==> src/design/dram_traffic_burst_monitor_unit_defines.svh <==
// ----------------------------------------------------------------------------
// DRAM traffic burst monitor - assertion macros
// Shared concurrent assertion forms used by the monitor's modules.
// ----------------------------------------------------------------------------
`ifndef DRAM_TRAFFIC_BURST_MONITOR_UNIT_DEFINES_SVH
`define DRAM_TRAFFIC_BURST_MONITOR_UNIT_DEFINES_SVH

// condition holds on every clock edge outside reset
`define DTBM_ASSERT_ALWAYS(lbl, clk, rst, cond, msg) \
  lbl: assert property (@(posedge clk) disable iff (rst) (cond)) else $error(msg);

// same-cycle implication
`define DTBM_ASSERT_IMPL(lbl, clk, rst, ante, cons, msg) \
  lbl: assert property (@(posedge clk) disable iff (rst) (ante) |-> (cons)) else $error(msg);

// next-cycle implication
`define DTBM_ASSERT_NEXT(lbl, clk, rst, ante, cons, msg) \
  lbl: assert property (@(posedge clk) disable iff (rst) (ante) |=> (cons)) else $error(msg);

`endif

==> src/design/dtbm_pkg.sv <==
// ----------------------------------------------------------------------------
// DRAM traffic burst monitor - package
// Types, codes and helpers shared by the monitor's front, queue and back.
// ----------------------------------------------------------------------------
`default_nettype none

package dtbm_pkg;

  localparam int NUM_REQUESTERS = 10;
  localparam int ROW_IDX_W      = $clog2(NUM_REQUESTERS);
  localparam int CLIENT_W       = 4;
  localparam int ADDR_W         = 32;
  localparam int LEN_W          = 16;
  localparam int MEM_W          = 33;
  localparam int SHIFT_W        = 4;
  localparam int CNT_W          = 64;
  localparam int MAX_SHIFT      = 12;
  // offset inside a burst plus length, minus one, shifted, plus one
  localparam int BURSTS_W       = LEN_W + 1;
  localparam int QUEUE_DEPTH    = 2;
  localparam int QPTR_W         = $clog2(QUEUE_DEPTH);
  localparam int QCNT_W         = $clog2(QUEUE_DEPTH + 1);

  localparam logic [CLIENT_W-1:0] TOTAL_ROW = CLIENT_W'(NUM_REQUESTERS);

  localparam logic [1:0] CMD_ACCESS = 2'd0;
  localparam logic [1:0] CMD_QUERY  = 2'd1;
  localparam logic [1:0] CMD_CLEAR  = 2'd2;

  localparam logic [1:0] ERR_OK     = 2'd0;
  localparam logic [1:0] ERR_RANGE  = 2'd1;
  localparam logic [1:0] ERR_CLIENT = 2'd2;

  localparam logic REG_BURST_SHIFT  = 1'b0;
  localparam logic REG_MEMORY_BYTES = 1'b1;

  localparam logic [SHIFT_W-1:0] SHIFT_RESET  = SHIFT_W'(6);
  localparam logic [MEM_W-1:0]   MEMORY_RESET = MEM_W'(64'h1_0000_0000);

  typedef enum logic [1:0] {
    OP_NONE,
    OP_ACCESS,
    OP_QUERY,
    OP_CLEAR
  } op_t;

  typedef struct packed {
    logic [1:0]          command;
    logic                is_write;
    logic [ADDR_W-1:0]   address;
    logic [LEN_W-1:0]    length;
    logic [CLIENT_W-1:0] client;
  } in_item_t;

  typedef struct packed {
    logic [1:0]       error;
    logic [CNT_W-1:0] read_count;
    logic [CNT_W-1:0] write_count;
    logic [CNT_W-1:0] rd_byte_total;
    logic [CNT_W-1:0] wr_byte_total;
    logic [CNT_W-1:0] rd_burst_total;
    logic [CNT_W-1:0] wr_burst_total;
    logic [CNT_W-1:0] moved_bytes;
  } out_item_t;

  // classified work handed from front to back
  typedef struct packed {
    op_t                 op;
    logic [1:0]          error;
    logic                is_write;
    logic [CLIENT_W-1:0] row;
    logic [LEN_W-1:0]    length;
    logic [BURSTS_W-1:0] bursts;
  } work_t;

  typedef struct packed {
    logic [CNT_W-1:0] rd_cnt;
    logic [CNT_W-1:0] wr_cnt;
    logic [CNT_W-1:0] rd_bytes;
    logic [CNT_W-1:0] wr_bytes;
    logic [CNT_W-1:0] rd_bursts;
    logic [CNT_W-1:0] wr_bursts;
  } row_t;

  // burst_shift holds the saturated shift
  typedef struct packed {
    logic [SHIFT_W-1:0] burst_shift;
    logic [MEM_W-1:0]   memory_bytes;
  } cfg_t;

  function automatic row_t row_add(row_t r, logic wr, logic [LEN_W-1:0] len,
                                   logic [BURSTS_W-1:0] bursts);
    row_t n;
    n = r;
    if (wr) begin
      n.wr_cnt    = r.wr_cnt + CNT_W'(1);
      n.wr_bytes  = r.wr_bytes + CNT_W'(len);
      n.wr_bursts = r.wr_bursts + CNT_W'(bursts);
    end else begin
      n.rd_cnt    = r.rd_cnt + CNT_W'(1);
      n.rd_bytes  = r.rd_bytes + CNT_W'(len);
      n.rd_bursts = r.rd_bursts + CNT_W'(bursts);
    end
    return n;
  endfunction

endpackage

`default_nettype wire

==> src/design/dtbm_queue.sv <==
// ----------------------------------------------------------------------------
// DRAM traffic burst monitor - work queue
// Short FIFO between front and back so each side can stall on its own.
// ----------------------------------------------------------------------------
`default_nettype none

`include "dram_traffic_burst_monitor_unit_defines.svh"

module dtbm_queue (
  input  wire logic            clk,
  input  wire logic            rst,
  input  wire logic            push,
  input  wire dtbm_pkg::work_t push_data,
  output logic                 full,
  input  wire logic            pop,
  output logic                 not_empty,
  output dtbm_pkg::work_t      head
);
  import dtbm_pkg::*;

  work_t             slots [QUEUE_DEPTH];
  logic [QPTR_W-1:0] wr_ptr;
  logic [QPTR_W-1:0] rd_ptr;
  logic [QCNT_W-1:0] count;
  logic              do_push;

  assign full      = count == QCNT_W'(QUEUE_DEPTH);
  assign not_empty = count != '0;
  assign head      = slots[rd_ptr];
  assign do_push   = push && !full;

  always_ff @(posedge clk) begin
    if (rst) begin
      wr_ptr <= '0;
      rd_ptr <= '0;
      count  <= '0;
    end else begin
      if (do_push) begin
        wr_ptr <= (wr_ptr == QPTR_W'(QUEUE_DEPTH - 1)) ? '0 : wr_ptr + QPTR_W'(1);
      end
      if (pop) begin
        rd_ptr <= (rd_ptr == QPTR_W'(QUEUE_DEPTH - 1)) ? '0 : rd_ptr + QPTR_W'(1);
      end
      if (do_push && !pop) begin
        count <= count + QCNT_W'(1);
      end else if (pop && !do_push) begin
        count <= count - QCNT_W'(1);
      end
    end
  end

  always_ff @(posedge clk) begin
    if (do_push) begin
      slots[wr_ptr] <= push_data;
    end
  end

  `DTBM_ASSERT_ALWAYS(a_count_bound, clk, rst, count <= QCNT_W'(QUEUE_DEPTH), "queue count over depth")
  `DTBM_ASSERT_IMPL(a_no_pop_empty, clk, rst, pop, count != '0, "pop from empty queue")

endmodule

`default_nettype wire

==> config.mk <==
export PLATFORM = sky130hd
export DESIGN_NAME = dtbm_queue
export DESIGN_NICKNAME = d
export VERILOG_FILES = /design/src/design/dtbm_pkg.sv /design/src/design/dtbm_queue.sv
export VERILOG_INCLUDE_DIRS = /design/src /design/src/design
export SDC_FILE = /design/constraint.sdc
export NUM_CORES = 1
export LEC_CHECK = 0
export BUFFER_PORTS_ARGS = -buffer_cell sky130_fd_sc_hd__buf_2
export CAP_MARGIN = 0
export CELL_PAD_IN_SITES_DETAIL_PLACEMENT = 2
export CELL_PAD_IN_SITES_GLOBAL_PLACEMENT = 2
export CORE_ASPECT_RATIO = 0.9
export CORE_UTILIZATION = 42
export CTS_BUF_LIST = sky130_fd_sc_hd__clkbuf_8
export DETAILED_ROUTE_END_ITERATION = 10
export GPL_TIMING_DRIVEN = 0
export PLACE_DENSITY = 0.87
export SLEW_MARGIN = 30
export SYNTH_ARGS = -nofsm -noshare
export SYNTH_HDL_FRONTEND = slang
export SYNTH_SLANG_ARGS = --single-unit
==> constraint.sdc <==
create_clock -name clk -period 3.36 [get_ports clk]
set_input_delay 0.504 -clock clk [delete_from_list [all_inputs] [get_ports clk]]
set_output_delay 0.504 -clock clk [all_outputs]
set_load 0.01 [all_outputs]
======== Word-level counts from Yosys, hierarchy flattened ========
Memory sizes are Yosys's and may differ from the RTL's. A register that Yosys moved wholly into a read port is not among the register bits.
Index checks and enable logic that the tools add are counted.
W data, S select, Z words.
storage, ports and cells
  register bits ........................... 4
  bits of input ports ..................... 46
  RAM bits ................................ 84
  output and inout port bits .............. 44
  memories kept ........................... 1
cells by class
  $add $sub $neg .......................... 4
  reduce and logical (&&, ||, !) cells .... 8
  muxes and demuxes ....................... 8
  eq/ne operators ......................... 1
memory list
  memory  words  width  read ports  clocked after memory_dff  wr ports  line              source
  slots   2      42     1           1                         1         dtbm_queue.sv:21  work_t slots [QUEUE_DEPTH];
operators by type and width
  kind                   count
  $mux W1                6
  $mux W2                2
  $reduce_bool A2 Y1     2
  $logic_and A1 B1 Y1    3
  $logic_not A1 Y1       3
  $add A1 B1 Y1 const B  2
  $add A2 B1 Y2 const B  1
  $eq A2 B2 Y1 const B   1
  $sub A2 B1 Y2 const B  1

======== Logic depth before layout (Yosys ltp) ========
Gate-level depths: netlist of the first run.
  word-level depth ........................ 7
  depth in mapped cells ................... 6
  mapped depth without buffers ............ 6

======== Worst setup path after synthesis of the first run ========
No wires, ideal clock.
  path kind ............................... input to register
  start ................................... input push
  end ..................................... memory slots[0][0] in the netlist's numbering, enable pin
  setup slack ............................. 1.228 ns
  arrival ................................. 1.736 ns
  setup time .............................. 0.396 ns
  cell stages on the path ................. 3
  path buffers ............................ 0
  cells stage by stage .................... inv_1 > or3_1 > inv_1
between the ends
  word-level cells in the longest chain between the ends .. 3
ends and longest elaborated chain
  item                           line              source
  start: declaration             dtbm_queue.sv:12  input wire logic push,
  $logic_and A1 B1 Y1            dtbm_queue.sv:30  assign do_push = push && !full;
  $mux W1                        dtbm_queue.sv:53  if (do_push) begin
  $mux W1 (not written as such)  dtbm_queue.sv:54  slots[wr_ptr] <= push_data;
  end: declaration               dtbm_queue.sv:21
No other way between the ends.

==> impl_results.md, run 1 <==
- Status: complete, no violations
- Worst slew margin: 59.8%
- Setup TNS: 0 ns
- Row count: 29
- FF+latch count, synth: 89
- P_sw: 628 uW
- RSZ-0062 raised after global routing: no
- Final wirelength: 7420 um
- Worst EP required: 2.86 ns
- Final Hold Viols: 0
- Syn Std Cell Area: 3240 sq um
- Count of cell types in the netlist: 15
- H-tree depth: 3
- Clock buffer depth: 2
- Initial DRC Count: 54
- VDD IR max: 0.297 mV
- Leading area contributor after synthesis: edfxtp_1
- Clk_lat worst skew: 0.35 ns
- Clk slew on worst S/H paths: 0.09 ns
- Share of layout cells above drive strength 1: 59.5%
- R2r setup slk: 1.47 ns
- Num ports: 90
- Antenna viol nets, final: 0
- Die H: 85.3 um
- Ant diodes: 0
- CP startpoint kind: flop
- Count of final setup violators: 0
- Die area: 8070 sq um
- Kind of critical path: reg2out
- HPWL Detailed: 5120 um
- Number of buffers added on ports: 89
- CP endpoint kind: output pin
- Post-synthesis simple-gate area fraction: 1.51%
- Pin count of the biggest net entering global routing: 43
- Syn. warnings: 0
- Nets: 304
- Clock period minus worst slack: 2.18 ns
- Seq/Total Area, Yosys: 81.0%
- Initial antenna violation count: 0
- Worst setup margin: 1.18 ns
- Setup bufs post-CTS: 0
- Fmax: 460 MHz
- Hold crit path type: in2reg
- First-pass GRT wire length: 11300 um
- Vias: 1747
- Initial Util: 44.6%
- Switching share of power: 24.3%
- Mux contribution to synthesized area: 14.6%
- Vias in the first global route: 2000
- Drt wl/cell: 20.9 um
- Drt pass-1 iters: 3
- Top cell type's share of synthesized area: 77.9%
- Max Cap Viol: 0
- Area contributors post-synth: edfxtp_1, mux2_2, dfxtp_1
- Adder-cell share of the synthesized area: 0.386%
- CTS tree: yes
- Total gr overflow: 0
- Syn avg cell area: 20.8 sq um
- Synth Instances: 156
- Compound-Gate Fraction of Synth Area: 0.618%
- Synthesized net count: 203
- Hold_buf cts: 0
- Routability cong.: 0.653
- Clock Skew: 0.00907 ns
- CTS sink cnt: 89
- Die width: 94.6 um
- Measured slew at the worst slew-check pin: 0.604 ns
- Layout fillers: 640
- Clock power share: 31.2%
- Tcrit/Tclk final: 64.8%
- Leakage power total: 0.00155 uW
- Power share of the sequential group: 53.5%
- CTS buffer count: 9
- CP arrival: 1.67 ns
- Power per cell area: 637 nW/um^2
- CP Max Fanout: 10
- Comb pwr share: 15.4%
- Gr usage total: 20.0%
- Largest family of logic cells by synthesized area: multiplexers
- Fin util: 55.8%
- Clock Tree Root: clkbuf_8
- Vias/cell: 4.92
- Core Box Area: 7260 sq um
- Post-Synth XOR/XNOR Area: 0.811%
- Pre-CTS setup slack: 1.31 ns
- Max-slew violations: 0
- Area Growth Syn to Fin: 25.1%
- Resize count post-CTS: 0
- Drt drc: 0
- Pint: 1950 uW
## logic make-up after synthesis
family,Yosys count
mux,42
compound gates,4
flops,89
xor+xnor,3
buf+inv,8
simple gates,9
fa+ha+maj,1
## state kept, by name, indices dropped and copies added, names as in the netlist, named ones only
register / flops
rd_ptr: 1
slots: 84
wr_ptr: 1
count: 2
## synthesized netlist by cell type, drive strengths merged
library cell	number
edfxtp	84
mux2	42
buf	5
dfxtp	5
nor2	4
inv	3
a21oi	2
o21ai	2
or3	2
xor2	2
and2	1
ha	1
nor2b	1
or2	1
xnor2	1
## worst paths after layout
kind | from | end | cells past startpoint
max | flop | head[2] | 4
min | push_data[7] | slots[0][7]$_DFFE_PP_ | 1
max reg2reg | count[1]$_SDFFE_PP0P_ | slots[0][41]$_DFFE_PP_ | 4
min reg2reg | wr_ptr$_SDFFE_PP0N_ | wr_ptr$_SDFFE_PP0N_ | 2
## metrics by stage
stage	power (uW)	instance area (sq um)	hold slack [ns]	cells
floorplan	1610	3240	0.452	156
global placement	1760	3800	0.467	338
detailed placement	1800	3830	0.510	339
CTS	2620	4050	0.314	355
global route	2680	4050	0.312	355
finish	2580	4050	0.334	355
## critical path, cell delays in order (launching register included)
cell and delay [ns]:
dfxtp_1 0.33, buf_2 0.17, buf_2 0.28, mux2_2 0.39, buf_2 0.15
## cells in the final DEF (no fill, tap or decap), drive strengths merged
cell type   n
a21oi       2
and2        1
buf        95
bufinv      2
clkbuf     10
clkinv      3
dfxtp       5
edfxtp     84
ha          1
inv         4
mux2       42
nor2        4
nor2b       1
o21ai       2
or2         1
or3         2
xnor2       1
xor2        2
## layout make-up
cell class | count | area (sq um) | area share (%)
well taps | 93 | 116 | 2.87
flip-flops and latches | 89 | 2620 | 64.7
clock inverters | 6 | 82.6 | 2.04
inverters | 3 | 11.3 | 0.278
clock buffers | 10 | 138 | 3.40
multi-input cells | 59 | 583 | 14.4
plain buffers | 5 | 25.0 | 0.618
repair buffers | 90 | 473 | 11.7
## power by group through the flow
stage	clock network, uW	registers (uW)	logic [uW]
global placement	0	1390	362
CTS	828	1380	404
finish	805	1380	396
detailed placement	0	1410	398
floorplan	0	1390	221
global route	858	1390	430
## metal layers
| metal | wire (um) | global-route usage (%) | up-vias |
|---|---|---|---|
| li1 | - | - | 807 |
| met1 | 3000 | 22.6 | 862 |
| met2 | 3840 | 35.3 | 69 |
| met3 | 478 | 7.17 | 9 |
| met4 | 91 | 5.92 | 0 |
| met5 | 0 | 0 | - |
(Power assumes the default switching activity.)
==> run 2, diff against run 1 <==
--- a/config.mk
+++ b/config.mk
@@ -11,11 +11,11 @@
 export CELL_PAD_IN_SITES_DETAIL_PLACEMENT = 2
 export CELL_PAD_IN_SITES_GLOBAL_PLACEMENT = 2
 export CORE_ASPECT_RATIO = 0.9
-export CORE_UTILIZATION = 42
+export CORE_UTILIZATION = 35
 export CTS_BUF_LIST = sky130_fd_sc_hd__clkbuf_8
 export DETAILED_ROUTE_END_ITERATION = 10
 export GPL_TIMING_DRIVEN = 0
-export PLACE_DENSITY = 0.87
+export PLACE_DENSITY = 0.78
 export SLEW_MARGIN = 30
 export SYNTH_ARGS = -nofsm -noshare
 export SYNTH_HDL_FRONTEND = slang
==> constraint.sdc (replaced) <==
create_clock -name clk -period 1.96 [get_ports clk]
set_input_delay 0.294 -clock clk [delete_from_list [all_inputs] [get_ports clk]]
set_output_delay 0.294 -clock clk [all_outputs]
set_load 0.01 [all_outputs]
==> run 2 against run 1 <==
Compared with the run above:
- global-route usage fell by 5.4 points
- register-to-register slack lost 1.2 ns
- non-clock buffer count unchanged
- worst setup slack got worse by 1.1 ns
- largest cell class unchanged
- critical endpoint is now head[35]
- total power rose by 65%
- sequential cell count did not move
==> impl_results.md, run 2 (same netlist as run 1, synthesis figures left out) <==
- Clock Tree Root: clkbuf_8
- Worst setup margin: 0.125 ns (-1.06 ns)
- Commonest non-fill, non-tap cells in the layout: buf_2, edfxtp_1, mux2_2, clkbuf_8, dfxtp_1
- CP endpoint kind: output pin
- Clock Skew: 0.00822 ns (-0.000849 ns)
- Gr usage total: 14.5% (-5.4 points)
- Dpl cell area: 3860 sq um (+0.75%)
- Wire length on met3: 405 um (-15%)
- Clock period minus worst slack: 1.84 ns
- Fin util: 46.5% (-9.3 points)
- Placed cell count: 365 (+7.7%)
- Clock buffer depth: 2 (unchanged)
- Leakage power total: 0.00154 uW (-1.1%)
- CP dominant cell by count: buf_2
- Row count: 32 (+10%)
- Met1 wire length: 2330 um (-23%)
- Kind of critical path: reg2out
- Drt wl/cell: 16.8 um (-19%)
- Vias/cell: 4.57 (-7.1%)
- Pre-CTS setup slack: 0.105 ns (-1.21 ns)
- Crit path largest cell delay: 0.36 ns (-0.03 ns)
- Max Cap Viol: 0 (unchanged)
- Count of final setup violators: 0 (unchanged)
- Fmax: 545 MHz
- Clk slew on worst S/H paths: 0.09 ns (about the same)
- DR WL met2: 3630 um (-5.4%)
- Family with the most delay on the worst path: buffers and inverters
- Crit-path cells: buf_2 -> buf_4 -> mux2_2 -> buf_2
- Final Hold Viols: 0 (unchanged)
- HPWL Detailed: 4440 um (-13%)
- CP arrival: 1.54 ns (-0.13 ns)
- Vias: 1747 (unchanged)
- Die width: 103 um (+9.3%)
- Worst EP required: 1.67 ns (-1.19 ns)
- Initial Util: 36.9% (-7.7 points)
- CP max-delay cell: mux2_2
- Max layer used: met4
- Finished layout cell area: 4080 sq um (+0.68%)
- Final wirelength: 6440 um (-13%)
- Largest Register: slots
- Nets: 305 (+0.33%)
- WP buf/inv: 3 (unchanged)
- CP startpoint kind: flop
- Initial antenna violation count: 1 (+1)
- Total gr overflow: 0 (unchanged)
- Worst slew margin: 59.4% (-0.40 points)
- Hold crit path type: in2reg
- Area Growth Syn to Fin: 25.9%
- Commonest non-fill, non-tap cell in the layout: buf_2
- Ant diodes: 0 (unchanged)
- Pin count of the biggest net entering global routing: 43 (unchanged)
- RSZ-0062 raised after global routing: no
- CTS sink cnt: 89 (unchanged)
- Number of buffers added on ports: 89 (unchanged)
- Hold_buf cts: 0 (unchanged)
- Max-slew violations: 0 (unchanged)
- Status: complete, no violations
- Core Box Area: 8770 sq um (+21%)
- Die area: 9640 sq um (+20%)
- Measured slew at the worst slew-check pin: 0.610 ns (+0.00601 ns)
- CP Max Fanout: 10 (unchanged)
- Num ports: 90 (unchanged)
- Top Registers: slots x84, count x2
- Share of layout cells above drive strength 1: 60.1% (+0.53 points)
- CTS buffer count: 9 (unchanged)
- Layout fillers: 859 (+34%)
- VDD IR max: 0.576 mV (+94%)
- Power per cell area: 1050 nW/um^2 (+64%)
- Setup bufs post-CTS: 0 (unchanged)
- H-tree depth: 3 (unchanged)
- Clk_lat worst skew: 0.34 ns (about the same)
- Antenna viol nets, final: 0 (unchanged)
- CTS tree: yes
- Die H: 93.3 um (+9.3%)
- Max reg flops: 84 (unchanged)
- Drt drc: 0 (unchanged)
- Tcrit/Tclk final: 93.6%
- Routability cong.: 0.658 (+0.74%)
- Non-Filler Instances: 382 (+7.6%)
- Drt pass-1 iters: 6 (+3)
- Vias in the first global route: 1944 (-2.8%)
- First-pass GRT wire length: 9850 um (-13%)
- Initial DRC Count: 11 (-80%)
[run 2: cell count changes in the layout (fill, tap and decap cells not counted), sizes merged]
cell / previous run / this run
clkinvlp: 0 / 2
bufinv: 2 / 1
clkinv: 3 / 4
inv: 4 / 3
[run 2: per-stage QoR]
stage	power (uW)	setup TNS, ns	hold slack, ns
after floorplan	2760	0	0.363
after global placement	3020	-8.93	0.469
after detailed placement	3070	0	0.486
after CTS	4340	-0.0224	0.110
after global routing	4480	0	0.105
final	4270	0	0.133
[run 2: power breakdown]
group / switching [uW] / internal, uW
Combinational: 365 / 302
Clock: 623 / 628
Sequential: 51.6 / 2300
Total: 1040 / 3230
[run 2: per-layer routing]
layer / up-vias / track usage [%]
met2: 54 / 27.7
met3: 8 / 5.38
met1: 876 / 14.2
met4: 0 / 4.58
li1: 809 / -
met5: - / 0
[run 2: cell type report]
type / count / area, sq um / area share, %
well taps: 119 / 149 / 3.65
clock inverters: 6 / 66.3 / 1.63
inverters: 3 / 15.0 / 0.368
repair inverters: 1 / 5.00 / 0.123
repair buffers: 90 / 465 / 11.4
plain buffers: 5 / 35.0 / 0.859
flip-flops and latches: 89 / 2620 / 64.3
multi-input cells: 59 / 583 / 14.3
clock buffers: 10 / 138 / 3.37
[run 2: timing repair]
item	CTS	global route
endpoints found under the setup margin	5	63
resized for setup	0	8
cloned	0	1
endpoints found under the hold margin	0	0
[run 2: final timing paths]
path / start / endpoint / slack, ns / cells past startpoint
worst max-delay path: flop / head[35] / 0.12 / 4
worst min-delay path: push_data[33] / slots[1][33]$_DFFE_PP_ / 0.13 / 1
worst max register to register: count[1]$_SDFFE_PP0P_ / slots[0][23]$_DFFE_PP_ / 0.25 / 4
worst min register to register: count[1]$_SDFFE_PP0P_ / count[1]$_SDFFE_PP0P_ / 0.51 / 2
