--- src/design/dram_traffic_burst_monitor_unit_defines.svh ---
// ----------------------------------------------------------------------------
// DRAM traffic burst monitor - assertion macros
// Shared concurrent assertion forms used by the monitor's modules.
// ----------------------------------------------------------------------------
`ifndef DRAM_TRAFFIC_BURST_MONITOR_UNIT_DEFINES_SVH
`define DRAM_TRAFFIC_BURST_MONITOR_UNIT_DEFINES_SVH

// condition holds on every clock edge outside reset
`define DTBM_ASSERT_ALWAYS(lbl, clk, rst, cond, msg) \
  lbl: assert property (@(posedge clk) disable iff (rst) (cond)) else $error(msg);

// same-cycle implication
`define DTBM_ASSERT_IMPL(lbl, clk, rst, ante, cons, msg) \
  lbl: assert property (@(posedge clk) disable iff (rst) (ante) |-> (cons)) else $error(msg);

// next-cycle implication
`define DTBM_ASSERT_NEXT(lbl, clk, rst, ante, cons, msg) \
  lbl: assert property (@(posedge clk) disable iff (rst) (ante) |=> (cons)) else $error(msg);

`endif

--- src/design/dtbm_pkg.sv ---
// ----------------------------------------------------------------------------
// DRAM traffic burst monitor - package
// Types, codes and helpers shared by the monitor's front, queue and back.
// ----------------------------------------------------------------------------
`default_nettype none

package dtbm_pkg;

  localparam int NUM_REQUESTERS = 10;
  localparam int ROW_IDX_W      = $clog2(NUM_REQUESTERS);
  localparam int CLIENT_W       = 4;
  localparam int ADDR_W         = 32;
  localparam int LEN_W          = 16;
  localparam int MEM_W          = 33;
  localparam int SHIFT_W        = 4;
  localparam int CNT_W          = 64;
  localparam int MAX_SHIFT      = 12;
  // offset inside a burst plus length, minus one, shifted, plus one
  localparam int BURSTS_W       = LEN_W + 1;
  localparam int QUEUE_DEPTH    = 2;
  localparam int QPTR_W         = $clog2(QUEUE_DEPTH);
  localparam int QCNT_W         = $clog2(QUEUE_DEPTH + 1);

  localparam logic [CLIENT_W-1:0] TOTAL_ROW = CLIENT_W'(NUM_REQUESTERS);

  localparam logic [1:0] CMD_ACCESS = 2'd0;
  localparam logic [1:0] CMD_QUERY  = 2'd1;
  localparam logic [1:0] CMD_CLEAR  = 2'd2;

  localparam logic [1:0] ERR_OK     = 2'd0;
  localparam logic [1:0] ERR_RANGE  = 2'd1;
  localparam logic [1:0] ERR_CLIENT = 2'd2;

  localparam logic REG_BURST_SHIFT  = 1'b0;
  localparam logic REG_MEMORY_BYTES = 1'b1;

  localparam logic [SHIFT_W-1:0] SHIFT_RESET  = SHIFT_W'(6);
  localparam logic [MEM_W-1:0]   MEMORY_RESET = MEM_W'(64'h1_0000_0000);

  typedef enum logic [1:0] {
    OP_NONE,
    OP_ACCESS,
    OP_QUERY,
    OP_CLEAR
  } op_t;

  typedef struct packed {
    logic [1:0]          command;
    logic                is_write;
    logic [ADDR_W-1:0]   address;
    logic [LEN_W-1:0]    length;
    logic [CLIENT_W-1:0] client;
  } in_item_t;

  typedef struct packed {
    logic [1:0]       error;
    logic [CNT_W-1:0] read_count;
    logic [CNT_W-1:0] write_count;
    logic [CNT_W-1:0] rd_byte_total;
    logic [CNT_W-1:0] wr_byte_total;
    logic [CNT_W-1:0] rd_burst_total;
    logic [CNT_W-1:0] wr_burst_total;
    logic [CNT_W-1:0] moved_bytes;
  } out_item_t;

  // classified work handed from front to back
  typedef struct packed {
    op_t                 op;
    logic [1:0]          error;
    logic                is_write;
    logic [CLIENT_W-1:0] row;
    logic [LEN_W-1:0]    length;
    logic [BURSTS_W-1:0] bursts;
  } work_t;

  typedef struct packed {
    logic [CNT_W-1:0] rd_cnt;
    logic [CNT_W-1:0] wr_cnt;
    logic [CNT_W-1:0] rd_bytes;
    logic [CNT_W-1:0] wr_bytes;
    logic [CNT_W-1:0] rd_bursts;
    logic [CNT_W-1:0] wr_bursts;
  } row_t;

  // burst_shift holds the saturated shift
  typedef struct packed {
    logic [SHIFT_W-1:0] burst_shift;
    logic [MEM_W-1:0]   memory_bytes;
  } cfg_t;

  function automatic row_t row_add(row_t r, logic wr, logic [LEN_W-1:0] len,
                                   logic [BURSTS_W-1:0] bursts);
    row_t n;
    n = r;
    if (wr) begin
      n.wr_cnt    = r.wr_cnt + CNT_W'(1);
      n.wr_bytes  = r.wr_bytes + CNT_W'(len);
      n.wr_bursts = r.wr_bursts + CNT_W'(bursts);
    end else begin
      n.rd_cnt    = r.rd_cnt + CNT_W'(1);
      n.rd_bytes  = r.rd_bytes + CNT_W'(len);
      n.rd_bursts = r.rd_bursts + CNT_W'(bursts);
    end
    return n;
  endfunction

endpackage

`default_nettype wire

--- src/design/dtbm_front.sv ---
// ----------------------------------------------------------------------------
// DRAM traffic burst monitor - front end
// Accepts items, bounds-checks accesses, counts spanned bursts and registers
// the classified work for the queue.
// ----------------------------------------------------------------------------
`default_nettype none

module dtbm_front (
  input  wire logic              clk,
  input  wire logic              rst,
  input  wire dtbm_pkg::cfg_t    cfg,
  input  wire logic              in_valid,
  output logic                   in_stall,
  input  wire dtbm_pkg::in_item_t in_data,
  output logic                   work_valid,
  output dtbm_pkg::work_t        work,
  input  wire logic              work_full
);
  import dtbm_pkg::*;

  logic [MEM_W-1:0]    span_end;
  logic                past_end;
  logic [11:0]         low_mask;
  logic [BURSTS_W-1:0] end_off;
  logic [BURSTS_W-1:0] bursts;
  work_t               work_next;

  assign in_stall = work_valid && work_full;

  // exact end of access, 33 bits cannot overflow
  assign span_end = {1'b0, in_data.address} + MEM_W'(in_data.length);
  assign past_end = span_end > cfg.memory_bytes;

  // bursts = ((addr mod burst) + len - 1) >> shift, plus one; zero when len is zero
  assign low_mask = ~(12'hFFF << cfg.burst_shift);
  assign end_off  = BURSTS_W'(in_data.address[11:0] & low_mask)
                  + BURSTS_W'(in_data.length) - BURSTS_W'(1);
  assign bursts   = (in_data.length == '0) ? '0
                  : (end_off >> cfg.burst_shift) + BURSTS_W'(1);

  always_comb begin
    work_next          = '0;
    work_next.op       = OP_NONE;
    work_next.error    = ERR_OK;
    work_next.is_write = in_data.is_write;
    work_next.row      = in_data.client;
    work_next.length   = in_data.length;
    work_next.bursts   = bursts;
    unique case (in_data.command)
      CMD_ACCESS: begin
        if (past_end) begin
          work_next.error = ERR_RANGE;
        end else if ({1'b0, in_data.client} >= (CLIENT_W + 1)'(NUM_REQUESTERS)) begin
          work_next.error = ERR_CLIENT;
        end else begin
          work_next.op = OP_ACCESS;
        end
      end
      CMD_QUERY: begin
        if ({1'b0, in_data.client} > (CLIENT_W + 1)'(NUM_REQUESTERS)) begin
          work_next.error = ERR_CLIENT;
        end else begin
          work_next.op = OP_QUERY;
        end
      end
      CMD_CLEAR: begin
        work_next.op = OP_CLEAR;
      end
      default: begin
        work_next.op = OP_NONE;
      end
    endcase
  end

  always_ff @(posedge clk) begin
    if (rst) begin
      work_valid <= 1'b0;
    end else if (!in_stall) begin
      work_valid <= in_valid;
    end
  end

  always_ff @(posedge clk) begin
    if (!in_stall && in_valid) begin
      work <= work_next;
    end
  end

endmodule

`default_nettype wire

--- config.mk ---
export PLATFORM = sky130hd
export DESIGN_NAME = dtbm_front
export DESIGN_NICKNAME = d
export VERILOG_FILES = /design/src/design/dram_traffic_burst_monitor_unit_defines.svh /design/src/design/dtbm_pkg.sv /design/src/design/dtbm_front.sv
export SDC_FILE = /design/constraint.sdc
export NUM_CORES = 1
export LEC_CHECK = 0
export BUFFER_PORTS_ARGS = -buffer_cell sky130_fd_sc_hd__buf_2
export CAP_MARGIN = 20
export CORE_MARGIN = 4
export CORE_UTILIZATION = 51
export DETAILED_ROUTE_END_ITERATION = 16
export HOLD_SLACK_MARGIN = 0.1
export PLACE_DENSITY_LB_ADDON = 0.08
export SYNTH_ARGS = -nofsm -noshare
export SYNTH_HDL_FRONTEND = slang
export SYNTH_SLANG_ARGS = --single-unit
export TNS_END_PERCENT = 30
--- constraint.sdc ---
create_clock -name clk -period 9.98 [get_ports clk]
set_input_delay 1.497 -clock clk [delete_from_list [all_inputs] [get_ports clk]]
set_output_delay 1.497 -clock clk [all_outputs]
set_load 0.03 [all_outputs]
Yosys cells after proc, flatten, opt, wreduce, memory -nomap -nowiden
Cells that the tools add are included.
- flip-flop bits (word level): 43
- bits of input ports: 96
- output and inout port bits: 44
- mux-type cells: 8
- equality and inequality tests: 2
- shifts and indexed selects: 2
- reductions and logical operators: 5
- bitwise logic cells: 2
- add/sub/neg operators: 4
- $lt $le $gt $ge: 3
- operator list (cell ; count):
    32-bit by 16-bit adder with 33-bit output ; 1
    33-bit > comparator ; 1
    12-bit by 16-bit adder with 17-bit output ; 1
    17-bit by 1-bit adder with 17-bit output (second input constant) ; 1
    17-bit by 4-bit >> shifter with 17-bit output ; 1
    17-bit by 1-bit subtractor with 17-bit output (second input constant) ; 1
    16-bit logical NOT ; 1
    12-bit AND ; 1
    12-bit NOT ; 1
    12-bit by 4-bit left shift with 12-bit output (first input constant) ; 1
    2-bit two-way mux ; 4
    2-bit case mux with 3 select lines ; 1
    4-bit >= comparator (second input constant) ; 1
    4-bit > comparator (second input constant) ; 1
    2-bit case mux with 2 select lines ; 1
    2-bit by 1-bit == test with 1-bit output (second input constant) ; 1
    2-bit == test (second input constant) ; 1
    1-bit logical AND ; 2
    2-bit logical NOT ; 1
    1-bit two-way mux ; 2
    1-bit logical NOT ; 1

Depth between registers and ports, before layout
Gate-level depths: netlist (run 1).
- depth in word-level cells: 7
- mapped depth: 26
- depth with buffers taken out: 26

Worst setup path after synthesis (run 1)
Ideal clock, no wire load.
- path kind: input -> register
- from: input port cfg[35] (netlist bit)
- to: register work[13] (netlist bit) (data pin)
- slack: 3.373 ns
- setup time: 0.262 ns
- path buffers: 4
- required time: 9.718 ns
- stages: 21
- arrival time: 6.345 ns
- cells stage by stage: clkbuf_8 clkbuf_8 clkbuf_1 or2_2 clkbuf_1 o21ai_0 ha_1 inv_1 ha_1 fa_1 a21o_1 a221o_1 a31oi_1 xnor2_1 mux4_1 mux2i_1 o32a_1 a211oi_4 nand4b_2 or4_1 mux2_1
- longest elaborated chain between the ends: 7
- RTL lines (what ; line ; text):
    from (decl) ; dtbm_front.sv:11 ; input wire dtbm_pkg::cfg_t cfg,
    12-bit by 4-bit left shift with 12-bit output ; dtbm_front.sv:35 ; assign low_mask = ~(12'hFFF << cfg.burst_shift);
    12-bit NOT ; dtbm_front.sv:35 ;
    12-bit AND ; dtbm_front.sv:36 ; assign end_off = BURSTS_W'(in_data.address[11:0] & low_mask)
    12-bit by 16-bit adder with 17-bit output ; dtbm_front.sv:37 ; + BURSTS_W'(in_data.length) - BURSTS_W'(1);
    17-bit by 1-bit subtractor with 17-bit output ; dtbm_front.sv:37 ;
    17-bit by 4-bit >> shifter with 17-bit output * ; dtbm_front.sv:39 ; : (end_off >> cfg.burst_shift) + BURSTS_W'(1);
    17-bit by 1-bit adder with 17-bit output * ; dtbm_front.sv:39 ;
    to (signal assigned) ; dtbm_front.sv:85 ; work <= work_next;
    to (decl) ; dtbm_front.sv:16 ; output dtbm_pkg::work_t work,
Every way passes the cells marked *; elsewhere a longest branch is shown, timed or not.
A chain may end at the register's enable or synchronous reset.

==> results of run 1 <==
## routing by layer
metal / part of all wire, % / track usage (%) / vias up
met5: 0 / 0 / -
met4: 0.88 / 3.96 / 0
met3: 6.1 / 3.75 / 16
met2: 47 / 40.0 / 202
met1: 46 / 32.6 / 2792
li1: - / - / 2924
## cell usage in the layout (no fill, tap or decap), drive strengths merged, types with 12 or more instances in the layout
| cell | instances |
|---|---|
| buf | 141 |
| inv | 93 |
| ha | 79 |
| nor2 | 57 |
| a21oi | 47 |
| edfxtp | 42 |
| nand2 | 39 |
| o21ai | 34 |
| a21o | 28 |
| xnor2 | 24 |
| nand3 | 18 |
| xor2 | 17 |
| nand4 | 15 |
| nor3 | 14 |
| and3 | 12 |
## per-stage QoR
| stage | cells | util, % | total power, mW | hold slack [ns] |
|---|---|---|---|---|
| final | 996 | 60.4 | 0.912 | 0.661 |
| after global routing | 996 | 60.4 | 0.975 | 0.722 |
| after CTS | 996 | 60.4 | 0.910 | 0.671 |
| after detailed placement | 988 | 58.9 | 0.713 | 0.662 |
| after global placement | 987 | 58.8 | 0.703 | 0.638 |
| after floorplan | 730 | - | 0.598 | 0.887 |
## critical path: stages
cell and delay [ns]:
sky130_fd_sc_hd__buf_2 0.13, sky130_fd_sc_hd__ha_1 0.28, sky130_fd_sc_hd__a21o_1 0.17, sky130_fd_sc_hd__a21oi_1 0.19
sky130_fd_sc_hd__o21ai_0 0.15, sky130_fd_sc_hd__a211oi_1 0.41, sky130_fd_sc_hd__o31ai_1 0.18, sky130_fd_sc_hd__o41ai_1 0.51
sky130_fd_sc_hd__o21ai_0 0.28, sky130_fd_sc_hd__or4_1 0.44, sky130_fd_sc_hd__o2111ai_1 0.39, sky130_fd_sc_hd__nor2_1 0.13
sky130_fd_sc_hd__xor2_1 0.18, sky130_fd_sc_hd__ha_1 0.18, sky130_fd_sc_hd__a21o_1 0.17, sky130_fd_sc_hd__a21o_1 0.17
sky130_fd_sc_hd__a21o_1 0.17, sky130_fd_sc_hd__a21o_1 0.17, sky130_fd_sc_hd__a21oi_1 0.14, sky130_fd_sc_hd__nor2b_1 0.06
sky130_fd_sc_hd__o21ai_0 0.19, sky130_fd_sc_hd__nand2_1 0.08, sky130_fd_sc_hd__a31oi_1 0.35, sky130_fd_sc_hd__nor3_1 0.10
sky130_fd_sc_hd__nor4_1 0.26
## final cells by class
type	instances	area, µm²	share of cell area (%)
sequential	43	1280	18.3
timing repair buffer	141	723	10.3
clock buffer	5	125	1.78
multi-input combinational	568	4310	61.5
tap	143	179	2.55
clock inverter	3	43.8	0.624
inverter	93	349	4.98
## kinds of logic after synthesis
kind of cell / after synthesis / synth area share [%]
AO/OA/AOI/OAI: 195 / 22.4
buffers and inverters: 119 / 9.21
AND/OR/NAND/NOR: 229 / 20.1
flip-flops: 43 / 20.8
XOR/XNOR: 41 / 5.84
adder cells (fa/ha/maj): 81 / 16.7
multiplexers: 22 / 4.98
## sequential cells by signal, summed over array words and instances (netlist names)
name / flops
work_valid: 1
work: 42
## worst max path at each step
stage | from | end | slack [ns] | cells past startpoint
after CTS | in_data[5] | work[39] | 3.15 | 25
after floorplan | cfg[35] | work[13] | 3.37 | 21
after global placement | in_data[5] | work[39] | 2.91 | 25
after detailed placement | in_data[5] | work[39] | 2.88 | 25
after global routing | in_data[5] | work[39] | 2.55 | 25
final | in_data[5] | work[39] | 3.07 | 25
## report_power, final
group          switching [mW]  internal (mW)  total, mW  leakage [nW]
sequential            0.00318          0.221      0.224         0.419
clock                  0.0761          0.118      0.194        0.0838
combinational           0.298          0.196      0.494          2.87
total                   0.377          0.535      0.912          3.37
==> summary.md, run 1 <==
| Metric | Value |
|---|---|
| Status | `finished clean` |
| Post-synth EDFFs | `42` |
| Yosys synthesis warning count | `0` |
| Height of the chip | `118 µm` |
| Layout cells sized above 1 | `23.2%` |
| Layout Area Growth over Synthesis | `14.0%` |
| Post-synth design cell area | `6150 µm²` |
| Max Slew Vio Count | `0` |
| Pin count of the biggest net entering global routing | `37` |
| Number of buffers added for setup after CTS | `0` |
| Total of endpoints with negative setup slack in the final report | `0` |
| Final count of hold timing violations | `0` |
| Worst min-delay path category | `reg2reg` |
| DR iter-0 viols | `408` |
| Worst setup EP type | `register` |
| Crit path arrival time | `7.01 ns` |
| HP Start | `work_valid` |
| Syn_area_per_cell | `8.43 µm²` |
| Proportion of netlist area held by the largest area contributor | `20.5%` |
| Antenna violations before repair | `0` |
| Largest area contributor in the netlist | `sky130_fd_sc_hd__edfxtp_1` |
| Clock tree from TritonCTS | `built` |
| Post-layout worst setup margin | `3.07 ns` |
| Length in cells of the worst reg-to-reg path | `3` |
| Post-synthesis register bit count | `43` |
| Setup repair after global routing missed its margin | `no` |
| Most common cell in the synthesized netlist | `sky130_fd_sc_hd__inv_1` |
| Highest achievable clock rate | `145 MHz` |
| Critical setup path kind | `in2reg` |
| Per-cell via count in the routed design | `5.96` |
| Routed WL | `17000 µm` |
| Worst slew margin relative to its limit | `37.2%` |
| Net count of the mapped netlist | `907` |
| Fin nets | `1029` |
| Worst-case hold path end point | `work_valid` |
| Worst Path Max Fanout | `8` |
| Core area | `11600 µm²` |
| Routed via count | `5934` |
| Post-route fraction of the period consumed by the critical path | `69.2%` |
| Max clock buf depth | `2` |
| Number of sinks handled by clock tree synthesis | `43` |
| Detailed-route wire length per cell | `17.0 µm` |
| Hold Crit Depth | `3` |
| Number of diodes | `0` |
| Final Critical Period | `6.91 ns` |
| Initial cell density of the core | `53.0%` |
| Placement Rows | `39` |
| Max-cap viol count | `0` |
| Clock Skew | `0.00929 ns` |
| Congestion Overflow GR | `0` |
| Number of library cell types mapped by synthesis | `92` |
| Wire length of the first global-routing pass | `27600 µm` |
| Post-detailed-placement half-perimeter wirelength | `13900 µm` |
| Number of placed I/O pins | `140` |
| Resized Gates After CTS | `0` |
| Setup crit start kind | `input port` |
| Remaining antenna violation count after routing | `0` |
| Number of buffers inserted during clock tree synthesis | `5` |
| Proportion of register bits with asynchronous set or reset after synthesis | `0%` |
| Post-synthesis cell count | `730` |
| Total cell area at the placement stage | `6840 µm²` |
| Largest vdd supply drop | `0.0582 mV` |
| Via count of the first global-routing pass | `5611` |
| Latest clock arrival within the worst-skew pair | `0.30 ns` |
| Sequential area share after synthesis | `20.8%` |
| Ranking of synthesized cells by area | `sky130_fd_sc_hd__edfxtp_1 21%, sky130_fd_sc_hd__ha_1 16%, sky130_fd_sc_hd__inv_1 5.7%` |
| Minimum setup slack among reg-to-reg paths | `8.48 ns` |
| FILL cells | `1080` |
| Die Footprint | `13900 µm²` |
| Sum Neg Setup Slack | `0 ns` |
| Power density relative to cell area | `130 nW/µm²` |
| Commonest register cell after synthesis | `sky130_fd_sc_hd__edfxtp_1` |
| Clock root buffer | `sky130_fd_sc_hd__clkbuf_16` |
| Fin area | `7010 µm²` |
| DRC | `0` |
| Width of the chip | `118 µm` |
| Overall routing resource usage | `23.7%` |
| RePlAce Congestion | `0.933` |
| Initial DRT Pass Iterations | `5` |
| Reg2Reg Launch Point | `work_valid` |
| Most numerous cell types in the synthesized netlist | `93 x sky130_fd_sc_hd__inv_1, 79 x sky130_fd_sc_hd__ha_1, 57 x sky130_fd_sc_hd__nor2_1, 45 x sky130_fd_sc_hd__a21oi_1, 42 x sky130_fd_sc_hd__edfxtp_1` |
| Cell leakage power | `3.37 nW` |
| Worst slack, placed | `2.88 ns` |
| Worst slew pin tran | `0.942 ns` |
| Clock Pin Slew Worst Setup and Hold Paths | `0.06 ns` |
| Reg2Reg Capture Point | `work[23]` |
| Required arrival time at the worst endpoint | `10.08 ns` |
| Port Buffer Count | `139` |
| Cts hold-fix bufs | `0` |
| CTS H-tree depth | `2` |
No activity file was read; power rests on OpenSTA's default activity.
==> run 2, diff against run 1 <==
==> constraint.sdc (replaced) <==
create_clock -name clk -period 6 [get_ports clk]
set_input_delay 0.9 -clock clk [delete_from_list [all_inputs] [get_ports clk]]
set_output_delay 0.9 -clock clk [all_outputs]
set_load 0.03 [all_outputs]
==> run 2 against run 1 <==
Count of clock-buffer cells in the layout unchanged. Clock skew down 0.0018 ns. Sequential power up 67%. Sequential share of layout area down 0.85 points. Sequential cell count unchanged. Via count up 2.1%. Total power up 68%. Cell area up 4.9%. Global-route usage up 0.50 points. Utilization up 2.9 points. Critical path depth down 9. Largest power group unchanged.
==> summary.md, run 2 (synthesized netlist as in run 1, its figures left out) <==
| Metric | Value |
|---|---|
| Final cell count without fillers | `1041 (was 996)` |
| Post-layout utilization of the core | `63.3% (was 60.4%)` |
| DR iter-0 viols | `344 (was 408)` |
| Fin nets | `1074 (was 1029)` |
| Wire length of the first global-routing pass | `28400 µm (was 27600 µm)` |
| DRC | `0 (unchanged)` |
| CTS H-tree depth | `2 (unchanged)` |
| Critical setup path kind | `in2reg (unchanged)` |
| Max clock buf depth | `2 (unchanged)` |
| CP max stage cell | `sky130_fd_sc_hd__o41ai_1 (unchanged)` |
| Top flop regs | `work: 42 flops, work_valid: 1 flops (unchanged)` |
| Required arrival time at the worst endpoint | `6.04 ns (was 10.08 ns)` |
| Worst Path Max Fanout | `10 (was 8)` |
| Total area of sequential cells | `1280 µm² (unchanged)` |
| Overall routing resource usage | `24.2% (was 23.7%)` |
| Final Critical Period | `5.69 ns` |
| Final count of hold timing violations | `0 (unchanged)` |
| Latest clock arrival within the worst-skew pair | `0.29 ns (was 0.30 ns)` |
| CP peak stage delay | `0.60 ns (was 0.51 ns)` |
| Clock root buffer | `sky130_fd_sc_hd__clkbuf_16 (unchanged)` |
| Number of placed I/O pins | `140 (unchanged)` |
| Placed Cells incl. Taps | `1033 (was 988)` |
| Congestion Overflow GR | `0 (unchanged)` |
| Post-detailed-placement half-perimeter wirelength | `14200 µm (was 13900 µm)` |
| Port Buffer Count | `139 (unchanged)` |
| Initial DRT Pass Iterations | `5 (unchanged)` |
| Per-cell via count in the routed design | `5.82 (was 5.96)` |
| Worst hold-check slack | `0.664 ns (was 0.661 ns)` |
| Crit path arrival time | `5.73 ns (was 7.01 ns)` |
| Layout cells sized above 1 | `27.5% (was 23.2%)` |
| Post-route fraction of the period consumed by the critical path | `94.8%` |
| Via count of the first global-routing pass | `5906 (was 5611)` |
| Most common cell after layout, fill and taps aside | `sky130_fd_sc_hd__buf_2 (unchanged)` |
| Number of sinks handled by clock tree synthesis | `43 (unchanged)` |
| Most frequent cell on the critical path | `sky130_fd_sc_hd__inv_1 (was sky130_fd_sc_hd__a21o_1)` |
| Total power | `1.53 mW (was 912 µW)` |
| RePlAce Congestion | `0.938 (was 0.933)` |
| Max-cap viol count | `0 (unchanged)` |
| Most frequent cells in the layout | `139 x sky130_fd_sc_hd__buf_2, 93 x sky130_fd_sc_hd__inv_1, 79 x sky130_fd_sc_hd__ha_1, 57 x sky130_fd_sc_hd__nor2_1, 46 x sky130_fd_sc_hd__buf_4 (was 139 x sky130_fd_sc_hd__buf_2, 93 x sky130_fd_sc_hd__inv_1, 79 x sky130_fd_sc_hd__ha_1, 57 x sky130_fd_sc_hd__nor2_1, 45 x sky130_fd_sc_hd__a21oi_1)` |
| Die Footprint | `13900 µm² (unchanged)` |
| Cell leakage power | `3.58 nW (was 3.37 nW)` |
| Clock Pin Slew Worst Setup and Hold Paths | `0.07 ns (was 0.06 ns)` |
| Total of endpoints with negative setup slack in the final report | `0 (unchanged)` |
| Largest register FFs | `42 (unchanged)` |
| Largest vdd supply drop | `0.154 mV (was 0.0582 mV)` |
| Cts hold-fix bufs | `0 (unchanged)` |
| Detailed-route wire length per cell | `16.3 µm (was 17.0 µm)` |
| Height of the chip | `118 µm (unchanged)` |
| Clock tree from TritonCTS | `built (unchanged)` |
| Placement Rows | `39 (unchanged)` |
| Routed via count | `6058 (was 5934)` |
| Layout Area Growth over Synthesis | `19.5% (was 14.0%)` |
| Remaining antenna violation count after routing | `0 (unchanged)` |
| Width of the chip | `118 µm (unchanged)` |
| Highest achievable clock rate | `176 MHz` |
| Initial cell density of the core | `53.0% (unchanged)` |
| Pin count of the biggest net entering global routing | `29 (was 37)` |
| Routed WL | `17000 µm (about the same)` |
| Clock Skew | `0.00750 ns (was 0.00929 ns)` |
| Worst slew margin relative to its limit | `36.9% (was 37.2%)` |
| Setup repair after global routing missed its margin | `no (unchanged)` |
| Most flop-heavy register | `work (unchanged)` |
| Worst setup EP type | `register (unchanged)` |
| Antenna violations before repair | `0 (unchanged)` |
| Status | `finished clean (unchanged)` |
| Sum Neg Setup Slack | `0 ns (unchanged)` |
| FILL cells | `1062 (was 1080)` |
| Worst slew pin tran | `0.939 ns (was 0.942 ns)` |
| Core area | `11600 µm² (unchanged)` |
| Setup crit start kind | `input port (unchanged)` |
| Minimum setup slack among reg-to-reg paths | `4.55 ns (was 8.48 ns)` |
| Multi-input gate area | `4330 µm² (was 4310 µm²)` |
| Number of diodes | `0 (unchanged)` |
| Worst-path cell chain | `buf_2 -> inv_1 -> nor2_1 -> o21ai_0 -> ha_1 -> inv_1 -> fa_1 -> a21o_1 -> a221o_1 -> and2_1 -> a311oi_1 -> a211oi_2 -> o41ai_1 -> or3b_2 -> or4_1 -> mux2_1` |
| Number of buffers inserted during clock tree synthesis | `5 (unchanged)` |
| Max Slew Vio Count | `0 (unchanged)` |
| Worst min-delay path category | `reg2reg (unchanged)` |
| Power density relative to cell area | `209 nW/µm² (was 130 nW/µm²)` |
| Number of buffers added for setup after CTS | `0 (unchanged)` |
-- run 2: cell types whose count changed in the layout (fill, tap and decap cells not counted), sizes merged --
cell	before	now
buf	141	186
clkinvlp	0	2
bufinv	1	0
inv	93	94
clkinv	2	0
-- run 2: layout make-up --
class	count	area share, %
Multi-Input combinational cell	568	58.9
Sequential cell	43	17.4
Timing Repair Buffer	186	14.4
Inverter	93	4.75
Tap cell	143	2.43
Clock buffer	5	1.70
Clock inverter	3	0.323
-- run 2: worst max-delay path, delay by kind of cell --
kind	cells	cell delay [ns]
and+or+nand+nor	4	1.47
adders and majority gates	2	0.71
muxes	1	0.33
AOI/OAI and AO/OA	6	1.89
buffers and inverters	3	0.42
-- run 2: worst paths after layout --
path                                   end  cells after the start  startpoint
worst max register to register    work[38]                      3  work_valid
worst max-delay path              work[13]                     16     cfg[34]
worst min register to register  work_valid                      3  work_valid
worst min-delay path            work_valid                      3  work_valid
-- run 2: per-layer routing --
metal  global-route usage [%]  vias up  share of wire (%)
li1                         -     3012                  -
met1                     32.9     2849                 46
met2                     41.2      181                 47
met3                     3.22       16                5.7
met4                     5.13        0                1.2
met5                        0        -                  0
-- run 2: repair_timing --
action / CTS / global route
hold endpoints to repair: 0 / 0
setup endpoints to repair: 0 / 3
resized for setup: 0 / 4
-- run 2: stage by stage --
stage	area, µm²	worst slack (ns)
after floorplan	6150	0.0891
after global placement	7160	0.0979
after detailed placement	7180	-0.0527
after CTS	7330	0.220
after global routing	7350	0.0231
final	7350	0.312
-- run 2: power breakdown --
group / internal (mW) / switching, mW / total, mW
Sequential: 0.368 / 0.00554 / 0.373
Combinational: 0.375 / 0.501 / 0.876
Clock: 0.156 / 0.129 / 0.285
==> run 3, diff against run 2 <==
==> constraint.sdc (replaced) <==
create_clock -name clk -period 6.6 [get_ports clk]
set_input_delay 0.99 -clock clk [delete_from_list [all_inputs] [get_ports clk]]
set_output_delay 0.99 -clock clk [all_outputs]
set_load 0.03 [all_outputs]
==> run 3 against run 2 <==
Total power shrank 9.4%. Clock power grew 4%. Sequential share of layout area grew 0.54 points. Critical path depth grew 10. Critical endpoint is now work[39]. Largest power group unchanged.
==> summary.md, run 3 (synthesized netlist as in run 1, its figures left out) <==
| Metric | Value |
|---|---|
| Status | `finished clean (unchanged)` |
| Minimum setup slack among reg-to-reg paths | `5.10 ns (was 4.55 ns)` |
| Worst Path Max Fanout | `8 (was 10)` |
| Congestion Overflow GR | `0 (unchanged)` |
| Port Buffer Count | `139 (unchanged)` |
| Required arrival time at the worst endpoint | `6.72 ns (was 6.04 ns)` |
| Worst setup EP type | `register (unchanged)` |
| Latest clock arrival within the worst-skew pair | `0.31 ns (was 0.29 ns)` |
| Largest register FFs | `42 (unchanged)` |
| CTS H-tree depth | `2 (unchanged)` |
| Net Sw Frac | `40.9% (was 41.4%)` |
| Resized Gates After CTS | `0 (unchanged)` |
| Width of the chip | `118 µm (unchanged)` |
| Max Slew Vio Count | `0 (unchanged)` |
| Initial DRT Pass Iterations | `5 (unchanged)` |
| Worst min-delay path category | `reg2reg (unchanged)` |
| Number of buffers inserted during clock tree synthesis | `5 (unchanged)` |
| Layout cells sized above 1 | `24.6% (was 27.5%)` |
| Length in cells of the worst reg-to-reg path | `3 (unchanged)` |
| Largest vdd supply drop | `0.0962 mV (was 0.154 mV)` |
| Setup repair after global routing missed its margin | `no (unchanged)` |
| Clock Skew | `0.0175 ns (was 0.00750 ns)` |
| Wire length of the first global-routing pass | `27300 µm (was 28400 µm)` |
| Clock Pin Slew Worst Setup and Hold Paths | `0.08 ns (was 0.07 ns)` |
| CP peak stage delay | `0.42 ns (was 0.60 ns)` |
| Hold Crit Depth | `3 (unchanged)` |
| Net switching power | `568 µW (was 635 µW)` |
| Number of buffers added for setup after CTS | `0 (unchanged)` |
| Routed via count | `5884 (was 6058)` |
| Number of diodes | `0 (unchanged)` |
| Cts hold-fix bufs | `0 (unchanged)` |
| Worst slew pin tran | `0.867 ns (was 0.939 ns)` |
| RePlAce Congestion | `0.915 (was 0.938)` |
| Final Critical Period | `6.04 ns` |
| Most frequent cell on the critical path | `sky130_fd_sc_hd__a21o_1 (was sky130_fd_sc_hd__inv_1)` |
| Reg2Reg Launch Point | `work_valid (unchanged)` |
| Crit path arrival time | `6.16 ns (was 5.73 ns)` |
| Reg2Reg Capture Point | `work[35] (was work[38])` |
| Total buffers and inverters traversed by the critical path | `2 (was 3)` |
| HP Start | `work_valid (unchanged)` |
| CP max stage cell | `sky130_fd_sc_hd__or4_1 (was sky130_fd_sc_hd__o41ai_1)` |
| Max clock buf depth | `2 (unchanged)` |
| Clock tree from TritonCTS | `built (unchanged)` |
| Internal power component | `823 µW (was 899 µW)` |
| Post-detailed-placement half-perimeter wirelength | `13900 µm (was 14200 µm)` |
| Cell leakage power | `3.45 nW (was 3.58 nW)` |
| Total of endpoints with negative setup slack in the final report | `0 (unchanged)` |
| Remaining antenna violation count after routing | `0 (unchanged)` |
| Clock root buffer | `sky130_fd_sc_hd__clkbuf_16 (unchanged)` |
| Worst slew margin relative to its limit | `41.7% (was 36.9%)` |
| Fraction of power consumed by the clock network | `21.3% (was 18.6%)` |
| Per-cell via count in the routed design | `5.81 (was 5.82)` |
| Post-route fraction of the period consumed by the critical path | `91.6%` |
| Number of placed I/O pins | `140 (unchanged)` |
| Max-cap viol count | `0 (unchanged)` |
| Final count of hold timing violations | `0 (unchanged)` |
| Sum Neg Setup Slack | `0 ns (unchanged)` |
| Most common cell after layout, fill and taps aside | `sky130_fd_sc_hd__buf_2 (unchanged)` |
| Die Footprint | `13900 µm² (unchanged)` |
| Highest achievable clock rate | `165 MHz` |
| Routed WL | `16700 µm (was 17000 µm)` |
| Portion of total power attributed to combinational logic | `54.3% (was 57.1%)` |
| Detailed-route wire length per cell | `16.5 µm (was 16.3 µm)` |
| Via count of the first global-routing pass | `5576 (was 5906)` |
| Family with the most delay on the worst path | `compound AO/OA/AOI/OAI gates (unchanged)` |
| Number of sinks handled by clock tree synthesis | `43 (unchanged)` |
| Worst-case hold path end point | `work_valid (unchanged)` |
| DRC | `0 (unchanged)` |
| Critical setup path kind | `in2reg (unchanged)` |
| Part of the total power dissipated in sequential elements | `24.4% (was 24.3%)` |
| Layout Area Growth over Synthesis | `15.9% (was 19.5%)` |
| Top flop regs | `work: 42 flops, work_valid: 1 flops (unchanged)` |
| Post-layout utilization of the core | `61.4% (was 63.3%)` |
| Core area | `11600 µm² (unchanged)` |
| Height of the chip | `118 µm (unchanged)` |
| Placement Rows | `39 (unchanged)` |
| DR iter-0 viols | `407 (was 344)` |
| Power density relative to cell area | `195 nW/µm² (was 209 nW/µm²)` |
| Most flop-heavy register | `work (unchanged)` |
| Fin nets | `1045 (was 1074)` |
| Most frequent cells in the layout | `139 x sky130_fd_sc_hd__buf_2, 93 x sky130_fd_sc_hd__inv_1, 79 x sky130_fd_sc_hd__ha_1, 57 x sky130_fd_sc_hd__nor2_1, 45 x sky130_fd_sc_hd__a21oi_1 (was 139 x sky130_fd_sc_hd__buf_2, 93 x sky130_fd_sc_hd__inv_1, 79 x sky130_fd_sc_hd__ha_1, 57 x sky130_fd_sc_hd__nor2_1, 46 x sky130_fd_sc_hd__buf_4)` |
| Antenna violations before repair | `0 (unchanged)` |
| Overall routing resource usage | `23.5% (was 24.2%)` |
| Initial cell density of the core | `53.0% (unchanged)` |
| Setup crit start kind | `input port (unchanged)` |
| Pin count of the biggest net entering global routing | `26 (was 29)` |
## run 3: changes by cell type in the layout (fill, tap and decap cells not counted), sizes merged
cell      before  now
clkinv         0    2
inv           94   93
bufinv         0    1
buf          186  157
clkinvlp       2    0
## run 3: routing by layer
| layer | vias to the layer above | track usage (%) | part of all wire, % |
|---|---|---|---|
| met5 | - | 0 | 0 |
| met4 | 0 | 6.59 | 2.0 |
| met3 | 22 | 4.08 | 6.1 |
| met2 | 202 | 39.2 | 46 |
| met1 | 2701 | 31.5 | 46 |
| li1 | 2959 | - | - |
## run 3: final cells by class
cell class	instances	area [µm²]
Multi-Input combinational cell	568	4310
Fill cell	1033	4480
Inverter	93	349
Clock buffer	5	125
Sequential cell	43	1280
Timing Repair Buffer	157	843
Clock inverter	3	43.8
Tap cell	143	179
## run 3: stage by stage
step / hold WS (ns) / setup slack (ns) / power (mW) / area, µm² / cells
after floorplan: 0.887 / 0.500 / 0.904 / 6150 / 730
after global placement: 0.636 / 0.438 / 1.08 / 6940 / 1003
after detailed placement: 0.660 / 0.315 / 1.09 / 6960 / 1004
after CTS: 0.669 / 0.609 / 1.39 / 7130 / 1012
after global routing: 0.713 / 0.143 / 1.49 / 7130 / 1012
final: 0.665 / 0.558 / 1.39 / 7130 / 1012
## run 3: worst max-delay path by stage
stage | slack, ns | end | cells past startpoint | startpoint
finish | 0.56 | work[39] | 26 | in_data[5]
global route | 0.14 | work[39] | 26 | in_data[5]
CTS | 0.61 | work[39] | 26 | in_data[5]
detailed placement | 0.31 | work[13] | 16 | cfg[33]
global placement | 0.44 | work[39] | 26 | in_data[5]
floorplan | 0.50 | work[13] | 21 | cfg[35]
## run 3: power groups by stage
stage	clock network (mW)	registers [mW]	logic, mW
floorplan	0	0.400	0.504
global placement	0	0.346	0.730
detailed placement	0	0.346	0.746
CTS	0.302	0.340	0.751
global route	0.310	0.342	0.833
finish	0.296	0.340	0.755
## run 3: worst register-to-register path: cells and delay by family, from the launching register on
kind                   cells  cell delay (ns)
buffers and inverters      1             0.26
flip-flops                 1             0.30
AND/OR/NAND/NOR            2             0.63
